**config.mk**
```make
export PLATFORM = sky130hd
export DESIGN_NAME = sorted_list_insert_delete_unit
export DESIGN_NICKNAME = d
export VERILOG_FILES = /design/src/hw/rtl/slid_pkg.sv /design/src/hw/rtl/slid_cell.sv /design/src/hw/rtl/sorted_list_insert_delete_unit.sv
export SDC_FILE = /design/constraint.sdc
export NUM_CORES = 2
export LEC_CHECK = 0
export ABC_CLOCK_PERIOD_IN_PS = 5500
export BUFFER_PORTS_ARGS = -buffer_cell sky130_fd_sc_hd__buf_2
export CAP_MARGIN = 40
export CORE_ASPECT_RATIO = 1.4
export CORE_UTILIZATION = 33
export DETAILED_ROUTE_END_ITERATION = 8
export GPL_TIMING_DRIVEN = 0
export PLACE_DENSITY_LB_ADDON = 0.25
export SLEW_MARGIN = 5
export SYNTH_ARGS = -nofsm -noshare
export SYNTH_HDL_FRONTEND = slang
export SYNTH_SLANG_ARGS = --single-unit
```
**constraint.sdc**
```tcl
create_clock -name clk_i -period 5.5 [get_ports clk_i]
set_clock_uncertainty 0.15 [all_clocks]
set_input_delay 0.825 -clock clk_i [delete_from_list [all_inputs] [get_ports clk_i]]
set_output_delay 0.825 -clock clk_i [all_outputs]
set_load 0.01 [all_outputs]
```
**src/hw/rtl/slid_pkg.sv**
```systemverilog
// Shared types and constants for the sorted list insert/delete unit.
package slid_pkg;

  localparam int unsigned ValW  = 16;
  localparam int unsigned CmdW  = 2;
  localparam int unsigned StatW = 2;
  localparam int unsigned OccW  = 6;

  typedef enum logic [CmdW-1:0] {
    CMD_INSERT = 2'd0,
    CMD_DELETE = 2'd1,
    CMD_DUMP   = 2'd2
  } cmd_e;

  typedef enum logic [StatW-1:0] {
    ST_DONE      = 2'd0,
    ST_FULL      = 2'd1,
    ST_NOT_FOUND = 2'd2,
    ST_EMPTY     = 2'd3
  } status_e;

  typedef enum logic [1:0] {
    OP_HOLD,
    OP_INSERT,
    OP_DELETE,
    OP_ROTATE
  } cell_op_e;

  typedef enum logic {
    S_IDLE,
    S_DUMP
  } state_e;

  // Broadcast from the controller to every cell
  typedef struct packed {
    cell_op_e          op;
    logic [ValW-1:0]   value;
  } cell_ctrl_t;

  // Flip the sign bit so two's complement order becomes unsigned order
  function automatic logic [ValW-1:0] order_key(input logic [ValW-1:0] v);
    order_key = {~v[ValW-1], v[ValW-2:0]};
  endfunction

endpackage

```
**src/hw/rtl/slid_cell.sv**
```systemverilog
// One slot of the sorted shift array: holds a value and moves it left or right.
module slid_cell (
  input  logic                        clk_i,
  input  slid_pkg::cell_ctrl_t        ctrl_i,
  input  logic                        occupied_i,
  input  logic                        tail_i,
  input  logic                        left_stay_i,
  input  logic [slid_pkg::ValW-1:0]   left_val_i,
  input  logic [slid_pkg::ValW-1:0]   right_val_i,
  input  logic [slid_pkg::ValW-1:0]   head_val_i,
  output logic [slid_pkg::ValW-1:0]   value_o,
  output logic                        stay_o,
  output logic                        match_o
);
  import slid_pkg::*;

  logic [ValW-1:0] value_q, value_d;
  logic [ValW-1:0] key_own, key_in;
  logic            ge;

  assign key_own = order_key(value_q);
  assign key_in  = order_key(ctrl_i.value);

  // Compare flags; insert goes after equal entries
  assign stay_o  = occupied_i && (key_own <= key_in);
  assign ge      = occupied_i && (key_own >= key_in);
  assign match_o = occupied_i && (value_q == ctrl_i.value);
  assign value_o = value_q;

  // Next value from the broadcast operation
  always_comb begin
    value_d = value_q;
    case (ctrl_i.op)
      OP_INSERT: begin
        if (!stay_o) begin
          value_d = left_stay_i ? ctrl_i.value : left_val_i;
        end
      end
      OP_DELETE: begin
        if (ge) begin
          value_d = right_val_i;
        end
      end
      OP_ROTATE: begin
        value_d = tail_i ? head_val_i : right_val_i;
      end
      default: value_d = value_q;
    endcase
  end

  always_ff @(posedge clk_i) begin
    value_q <= value_d;
  end

endmodule

```
**src/hw/rtl/sorted_list_insert_delete_unit.sv**
```systemverilog
// Top level: sorted multiset with insert, delete and ordered dump.
// Insert and delete: result in the cycle after accept; one command per cycle while busy is low.
// Dump of n elements: accept enters S_DUMP, then each of the n results is registered from the head cell;
// results come back to back and busy is high while the cell row rotates through the head cell.
// Empty dump and unused commands give one result in the cycle after accept; results never stall.
// Reset clears the element count and control; cell contents stay undefined until written.
module sorted_list_insert_delete_unit #(
  parameter int unsigned CAPACITY = 32
) (
  input  logic                         clk_i,
  input  logic                         rst_ni,
  input  logic                         start,
  output logic                         busy,
  input  logic [slid_pkg::CmdW-1:0]    command_i,
  input  logic signed [slid_pkg::ValW-1:0] value_i,
  output logic                         result_valid_o,
  output logic [slid_pkg::StatW-1:0]   status_o,
  output logic signed [slid_pkg::ValW-1:0] element_o,
  output logic [slid_pkg::OccW-1:0]    occupancy_o,
  output logic                         last_o
);
  import slid_pkg::*;

  localparam int unsigned CntW = $clog2(CAPACITY + 1);

  state_e          state_q, state_d;
  logic [CntW-1:0] count_q, count_d;
  logic [CntW-1:0] idx_q, idx_d;
  logic            res_valid_q, res_valid_d;
  status_e         status_q, status_d;
  logic [ValW-1:0] element_q, element_d;
  logic            last_q, last_d;

  cell_ctrl_t      ctrl;
  logic            accept, full, found;
  logic [CntW-1:0] count_m1;

  logic [ValW-1:0] cell_val [CAPACITY];
  logic [CAPACITY-1:0] cell_stay, cell_match;

  assign accept   = start && !busy;
  assign busy     = (state_q == S_DUMP);
  assign full     = (count_q == CntW'(CAPACITY));
  assign found    = |cell_match;
  assign count_m1 = count_q - CntW'(1);

  // Row of cells
  for (genvar i = 0; i < CAPACITY; i++) begin : g_cell
    logic                occ, tail, lstay;
    logic [ValW-1:0]     lval, rval;
    assign occ  = (CntW'(i) < count_q);
    assign tail = (CntW'(i) == count_m1);
    if (i == 0) begin : g_head
      assign lstay = 1'b1;
      assign lval  = ctrl.value;
    end else begin : g_mid
      assign lstay = cell_stay[i-1];
      assign lval  = cell_val[i-1];
    end
    if (i == CAPACITY - 1) begin : g_end
      assign rval = cell_val[i];
    end else begin : g_nxt
      assign rval = cell_val[i+1];
    end
    slid_cell u_cell (
      .clk_i       (clk_i),
      .ctrl_i      (ctrl),
      .occupied_i  (occ),
      .tail_i      (tail),
      .left_stay_i (lstay),
      .left_val_i  (lval),
      .right_val_i (rval),
      .head_val_i  (cell_val[0]),
      .value_o     (cell_val[i]),
      .stay_o      (cell_stay[i]),
      .match_o     (cell_match[i])
    );
  end

  // Command decode, dump sequencing and result formation
  always_comb begin
    state_d     = state_q;
    count_d     = count_q;
    idx_d       = idx_q;
    ctrl.op     = OP_HOLD;
    ctrl.value  = value_i;
    res_valid_d = 1'b0;
    status_d    = ST_DONE;
    element_d   = value_i;
    last_d      = 1'b1;
    case (state_q)
      S_IDLE: begin
        if (accept) begin
          res_valid_d = 1'b1;
          case (cmd_e'(command_i))
            CMD_INSERT: begin
              if (full) begin
                status_d = ST_FULL;
              end else begin
                ctrl.op = OP_INSERT;
                count_d = count_q + CntW'(1);
              end
            end
            CMD_DELETE: begin
              if (!found) begin
                status_d = ST_NOT_FOUND;
              end else begin
                ctrl.op = OP_DELETE;
                count_d = count_m1;
              end
            end
            CMD_DUMP: begin
              if (count_q == '0) begin
                status_d  = ST_EMPTY;
                element_d = '0;
              end else begin
                res_valid_d = 1'b0;
                state_d     = S_DUMP;
                idx_d       = '0;
              end
            end
            default: ;
          endcase
        end
      end
      S_DUMP: begin
        res_valid_d = 1'b1;
        element_d   = cell_val[0];
        ctrl.op     = OP_ROTATE;
        last_d      = (idx_q == count_m1);
        if (last_d) begin
          state_d = S_IDLE;
        end else begin
          idx_d = idx_q + CntW'(1);
        end
      end
      default: state_d = S_IDLE;
    endcase
  end

  // Control state
  always_ff @(posedge clk_i or negedge rst_ni) begin
    if (!rst_ni) begin
      state_q     <= S_IDLE;
      count_q     <= '0;
      idx_q       <= '0;
      res_valid_q <= 1'b0;
    end else begin
      state_q     <= state_d;
      count_q     <= count_d;
      idx_q       <= idx_d;
      res_valid_q <= res_valid_d;
    end
  end

  // Result payload
  always_ff @(posedge clk_i) begin
    status_q  <= status_d;
    element_q <= element_d;
    last_q    <= last_d;
  end

  assign result_valid_o = res_valid_q;
  assign status_o       = status_q;
  assign element_o      = element_q;
  assign occupancy_o    = OccW'(count_q);
  assign last_o         = last_q;

  // Checks
  a_count_bound: assert property (@(posedge clk_i) disable iff (!rst_ni)
    count_q <= CntW'(CAPACITY))
    else $error("element count above capacity");

  a_full_insert: assert property (@(posedge clk_i) disable iff (!rst_ni)
    accept && (command_i == CMD_INSERT) && full
    |=> result_valid_o && (status_o == ST_FULL) && $stable(count_q))
    else $error("insert into full store not rejected");

  a_dump_stream: assert property (@(posedge clk_i) disable iff (!rst_ni)
    result_valid_o && !last_o |=> result_valid_o)
    else $error("dump stream broke before last");

  a_dump_order: assert property (@(posedge clk_i) disable iff (!rst_ni)
    result_valid_o && !last_o |=> element_o >= $past(element_o))
    else $error("dump out of order");

  a_dump_count: assert property (@(posedge clk_i) disable iff (!rst_ni)
    busy |=> $stable(count_q))
    else $error("count changed during dump");

endmodule
```
# Word level (Yosys, flattened, before mapping)
# Index checks and enable logic that the tools add are counted.
op_classes:
  order_cmp: 95
  bitwise: 35
  eq_ne: 141
  addsub: 3
  mux: 188
  n_reduce_logical: 139
op_table:
  columns: ["op", "n"]
  rows:
  - ["$mux 16", 129]
  - ["$pmux 16 s3", 31]
  - ["$eq 16x16->1", 32]
  - ["$le 16x16->1", 32]
  - ["$ge 16x16->1", 31]
  - ["$eq 5x6->1 const A", 16]
  - ["$logic_and 1x1->1", 96]
  - ["$lt 5x6->1 const A", 16]
  - ["$reduce_and 3->1", 31]
  - ["$ne 2x2->1 const B", 38]
  - ["$ne 2x1->1 const B", 33]
  - ["$pmux 16 s2", 2]
  - ["$eq 4x6->1 const A", 8]
  - ["$lt 4x6->1 const A", 8]
  - ["$mux 6", 6]
  - ["$not 1->1", 35]
  - ["$reduce_or 32->1", 1]
  - ["$eq 3x6->1 const A", 4]
  - ["$lt 3x6->1 const A", 4]
  - ["$pmux 6 s2", 2]
  - ["$add 6x1->6 const B", 2]
  - ["$eq 2x6->1 const A", 2]
  - ["$logic_not 6->1", 2]
  - ["$lt 1x6->1 const A", 2]
  - ["19 further kinds", 38]
word_totals:
  word_cells: 640
  register_bits: 545
  input_bits: 21
  out_inout_bits: 27

# Depth between registers and ports, before layout
logic_depth:
  ltp_word: 10
  ltp_mapped: 15
  depth_no_buf: 10

# Hierarchy
# From an unflattened synthesis, not the netlist that was laid out.
hier_totals:
  hier_cells: 5088
  hier_area_um2: 48101.1
by_module_without_submodules:
  columns: ["module", "cells_each", "area_per_inst_um2", "instances", "seq_area_each_um2"]
  rows:
  - ["slid_cell (g_cell[0].u_cell ...)", 150, 1428.9, 28, 480.5]
  - ["slid_cell (g_cell[6].u_cell ...)", 150, 1441.4, 4, 480.5]
  - ["sorted_list_insert_delete_unit", 288, 2327.2, 1, 730.7]

# Worst setup path after synthesis
# Ideal clock, no wire load.
synth_timing:
  path_kind: "input to register"
  startpoint: "input port value_i[7] (netlist bit)"
  endpoint: "register g_cell[28].u_cell.value_q[0], enable pin"
  required_time_ns: 4.920
  path_buffers: 2
  stages: 12
  t_arrival_ns: 5.635
  setup_ns: 0.430
  setup_slack_ns: -0.715
  cell_sequence: "clkbuf_1 > clkbuf_1 > inv_1 > ha_1 > nand4_1 > or2_2 > a2111oi_0 > or4_1 > nor4_2 > a21oi_1 > nor2_1 > nor4_1"
synth_via:
  elab_chain_cells: 10
  elab_cells_between_ends: 80
  cone_classes: "2 x order compare; 37 x eq/ne; 4 x mux; 37 x reduce/logical"
synth_lines:
  columns: ["item", "line_no", "text"]
  rows:
  - ["start, declared", "sorted_list_insert_delete_unit.sv:15", "input logic signed [slid_pkg::ValW-1:0] value_i,"]
  - ["$eq 16x16->1", "slid_cell.sv:27", "assign match_o = occupied_i && (value_q == ctrl_i.value);"]
  - ["$logic_and 1x1->1", "slid_cell.sv:27", null]
  - ["$reduce_or 32->1", "sorted_list_insert_delete_unit.sv:44", "assign found = |cell_match;"]
  - ["$mux 2", "sorted_list_insert_delete_unit.sv:105", "if (!found) begin"]
  - ["$pmux 2 s2", "sorted_list_insert_delete_unit.sv:95", "case (cmd_e'(command_i))"]
  - ["$mux 2", "sorted_list_insert_delete_unit.sv:93", "if (accept) begin"]
  - ["$pmux 2 s2", "sorted_list_insert_delete_unit.sv:91", "case (state_q)"]
  - ["$eq 2x2->1 or $eq 2x1->1 (tied branches)", "slid_cell.sv:33", "case (ctrl_i.op)"]
  - ["$ne 2x1->1 (no source line) (tied with other cells)", null, null]
  - ["$reduce_and 3->1 (no source line) *", null, null]
  - ["end signal, assigned", "slid_cell.sv:52", "value_q <= value_d;"]
  - ["end, declared", "slid_cell.sv:17", "logic [ValW-1:0] value_q, value_d;"]
# Every way passes the cells marked *; elsewhere a longest branch is shown, timed or not.
# A chain may end at the register's enable or synchronous reset.

# Worst setup path after layout
layout_timing:
  startpoint: "input port value_i[12] (netlist bit)"
  endpoint: "register g_cell[28].u_cell.value_q[1] (data pin)"
layout_via:
  elab_chain_cells: 9
  elab_cells_between_ends: 77
  cone_classes: "1 x order compare; 35 x eq/ne; 7 x mux; 34 x reduce/logical"
layout_lines:
  columns: ["item", "line_no"]
  rows:
  - ["$eq 16x16->1", "slid_cell.sv:27"]
  - ["$logic_and 1x1->1", "slid_cell.sv:27"]
  - ["$reduce_or 32->1", "sorted_list_insert_delete_unit.sv:44"]
  - ["$mux 2", "sorted_list_insert_delete_unit.sv:105"]
  - ["$pmux 2 s2", "sorted_list_insert_delete_unit.sv:95"]
  - ["$mux 2", "sorted_list_insert_delete_unit.sv:93"]
  - ["$pmux 2 s2", "sorted_list_insert_delete_unit.sv:91"]
  - ["$eq 2x2->1 or $eq 2x1->1 (tied branches)", "slid_cell.sv:33"]
  - ["$pmux 16 s3 *", "slid_cell.sv:33"]
  - ["net g_cell[28].u_cell.value_d[1]", "slid_cell.sv:17"]
# Mark *: on every way through the listed nets, which the timed path passes. The rest lies on a longest branch. The select of a mux whose other input is x is not followed.

==> qor.txt <==
Total of max-cap violations = 0
Mapped Avg Cell Area = 10.09 sq um
Grt total ovfl = 0
DRC violations left = 0
CTS tree = yes
WHS Endpoint = result_valid_o
Crit share post-route = 103.0%
Largest net degree at the start of global routing = 34
FF+latch count, synth = 545
Worst-path cell chain = clkbuf_2 -> clkbuf_2 -> buf_6 -> inv_4 -> buf_12 -> ha_1 -> nand4_1 -> nor4_2 -> buf_4 -> a22oi_1 -> o211ai_1 -> nor4_4 -> and2_2 -> o21ai_2 -> buf_2 -> buf_6 -> buf_2 -> o21ai_1
Syn Std Cell Area = 48230 sq um
Leakage = 24.19 nW
Layout Cell Area excl Fill = 57130 sq um
Clock slew at reported path FFs = 0.07 ns
Placer Congestion = 1.099
GRT Total Usage = 42.41%
Final ANT Viol Nets = 0
Root Buffer = clkbuf_16
Fin util = 39.47%
Placed cells = 6949
Layout cells sized above 1 = 20.73%
Synth Net Count = 5319
Sink Count = 545
R2R Path End = g_cell[18].u_cell.value_o[7]
Worst EP arrival = 5.95 ns
Iter 0 DRT Violations = 7615
Hold crit path type = in2reg
Post-synth EDFFs = 512
R2R setup slack = -0.16 ns
Initial Utilization = 33.32%
Setup CP Type = in2reg
Layout Nets = 5658
Row count = 165
Hold Path Cell Cnt = 3
Critical R2R Launch = occupancy_o[1]
Final setup violation count = 222
YS warnings = 0
Hold path start = start
Width of the die = 325.1 um
Status = finished with violations
Seq/Total Area, Yosys = 33.40%
Failing checks = negative setup slack
DIE AREA = 147700 sq um
Num CTS Buffers = 69
RSZ-0062 raised after global routing = no
DR WL/cell = 44.97 um
Final WS setup = -0.1666 ns
Fill cells = 14.31k
Multi-input gate area = 30430 sq um
Final Hold Viols = 0
Place WS = -2.716 ns
Reg2Reg Depth = 17
Async set or reset register ratio after synthesis = 2.569%
Worst slew pin tran = 1.030 ns
Max Clk Rate = 176.5 MHz
H-tree lvl count = 3
Max Root-Sink Buffers = 3
Post-layout min period = 5.667 ns
Mapped Cells = 4779
Setup TNS = -11.30 ns
Register Area = 16110 sq um
Worst-path maximum fanout = 22
Vias post-DR = 49.89k
Yosys cell types = 75
VDD IR-drop max = 212.4 uV
Top Ports = 48
First-pass GRT wire length = 421.0 mm
Critical path's slowest cell = buf_2
Cell Pwr Density = 190.2 nW/um^2
CP Capture Type = register
Post-synth top flop = edfxtp_1
Routed wire length = 321.4 mm
Non-Filler Instances = 7148
P&R area growth vs syn = 18.46%
Number of global-route vias before repair = 46.36k
Port Buf Inserts = 32
Initial antenna violation count = 63
Dpl cell area = 54210 sq um
Clk Latency, worst-skew pair = 0.73 ns
Detailed placement HPWL = 246.8 mm
DRT Pass-1 Iters = 6
Required time worst endpoint = 5.78 ns
Slew Limit Fails = 0
Die Ht = 454.3 um
CP Launch Type = input pin
Crit-path max cell delay = 0.44 ns
Slew HR = 31.31%
Core outline area = 144700 sq um
Via-to-Cell Ratio = 6.979
[synth_stat cells (all sizes together) (19+ instances only)]
cell type	number	area share, %
o21ai	555	5.8
a22oi	398	6.2
mux2i	528	11
nor2	140	1.2
edfxtp	512	32
dfxtp	19	0.79
nand4	133	1.7
a21o	179	2.8
buf	112	1.3
nand2b	20	0.26
clkbuf	268	2.1
ha	519	13
nand2	151	1.2
or2	24	0.31
o21a	48	0.75
mux2	351	8.2
o221ai	50	0.91
nor2b	55	0.71
inv	128	1.0
a31oi	37	0.48
nand3	82	0.93
nor3	38	0.44
nor4	32	0.45
a221o	20	0.42
a21oi	200	2.1
[cell type report]
| type | instances | area share (%) |
|---|---|---|
| diodes | 57 | 0.2497 |
| plain buffers | 379 | 3.305 |
| clock buffers | 95 | 3.268 |
| clock inverters | 29 | 0.5519 |
| inverters | 130 | 0.9265 |
| multi-input cells | 3724 | 53.26 |
| flip-flops and latches | 545 | 28.20 |
| well taps | 1920 | 4.205 |
| repair buffers | 269 | 6.032 |
[cells in the final DEF (no fill, tap or decap), types with 18 or more instances in the layout]
cell type,synthesis,routed
a21o_1,179,179
buf_16,0,21
buf_8,0,82
inv_1,128,114
nor4_1,29,18
nor2b_1,55,55
buf_6,14,73
clkbuf_1,268,173
clkbuf_2,0,105
nand4_1,133,133
diode_2,0,57
o21ai_0,457,448
ha_1,519,519
a221o_1,20,20
nand3_1,74,70
a31oi_1,37,31
buf_4,8,57
clkbuf_16,0,71
a21oi_1,200,192
o221ai_1,50,45
buf_12,0,23
nor2_1,124,123
nand2_1,151,150
dfxtp_1,19,19
buf_2,62,97
nor3_1,36,33
mux2_2,351,351
a22oi_1,398,397
o21ai_1,97,100
edfxtp_1,512,512
nand2b_1,20,18
buf_1,28,25
or2_2,22,22
o21a_1,48,48
mux2i_1,528,528
[flip-flops by register name (all words and copies together), names as in the netlist]
name	flops
last_o	1
status_o	2
result_valid_o	1
idx_q	6
g_cell.u_cell.value_o	512
busy	1
element_o	16
occupancy_o	6
[worst max path at each step]
stage / slack (ns) / start / end
global placement: -7.29 / value_i[2] / g_cell[29].u_cell.value_o[4]
CTS: 0.002 / value_i[14] / g_cell[22].u_cell.value_o[1]
global route: 0.002 / occupancy_o[1] / g_cell[18].u_cell.value_o[7]
finish: -0.17 / value_i[12] / g_cell[28].u_cell.value_o[1]
detailed placement: -2.72 / value_i[6] / g_cell[5].u_cell.value_o[0]
floorplan: -0.02 / value_i[3] / g_cell[29].u_cell.value_o[0]
[through the flow]
step / hold slack (ns) / power [mW]
detailed placement: 0.3707 / 6.041
CTS: 0.2848 / 10.76
finish: 0.3030 / 10.87
global route: 0.3211 / 11.00
global placement: 0.3689 / 5.934
floorplan: 0.3414 / 5.418
[worst max-delay path: cells and delay by family]
kind | cells | cell delay (ns)
adders and majority gates | 1 | 0.32
AOI/OAI and AO/OA | 4 | 0.97
buffers and inverters | 9 | 2.54
and+or+nand+nor | 4 | 1.23
[cells by family after synthesis]
logic type	share of synthesized area (%)
flops	33.40
simple gates	8.017
fa+ha+maj	13.47
buf+inv	4.411
xor+xnor	0.2724
compound gates	21.28
mux	19.16
[layer usage]
layer  global-route usage (%)  share of wire, %
met2                    64.15                42
met4                    41.33                12
met3                    13.30                12
met5                        0             0.027
met1                    46.79                34
[where the power goes]
part	internal, mW	total [mW]	switching [mW]
logic	0.527	1.47	0.947
registers	4.52	4.57	0.0543
clock network	2.67	4.82	2.16
[repair_timing]
| action | 4_1_cts | 5_1_grt |
|---|---|---|
| resized for setup | 83 | 63 |
| hold buffers | 1 | 0 |
| endpoints found under the setup margin | 1011 | 825 |
| pin swaps | 3 | 3 |
| cloned | 0 | 0 |
| buffers inserted | 12 | 0 |
| endpoints found under the hold margin | 14 | 0 |
No activity file was read; power rests on OpenSTA's default activity.
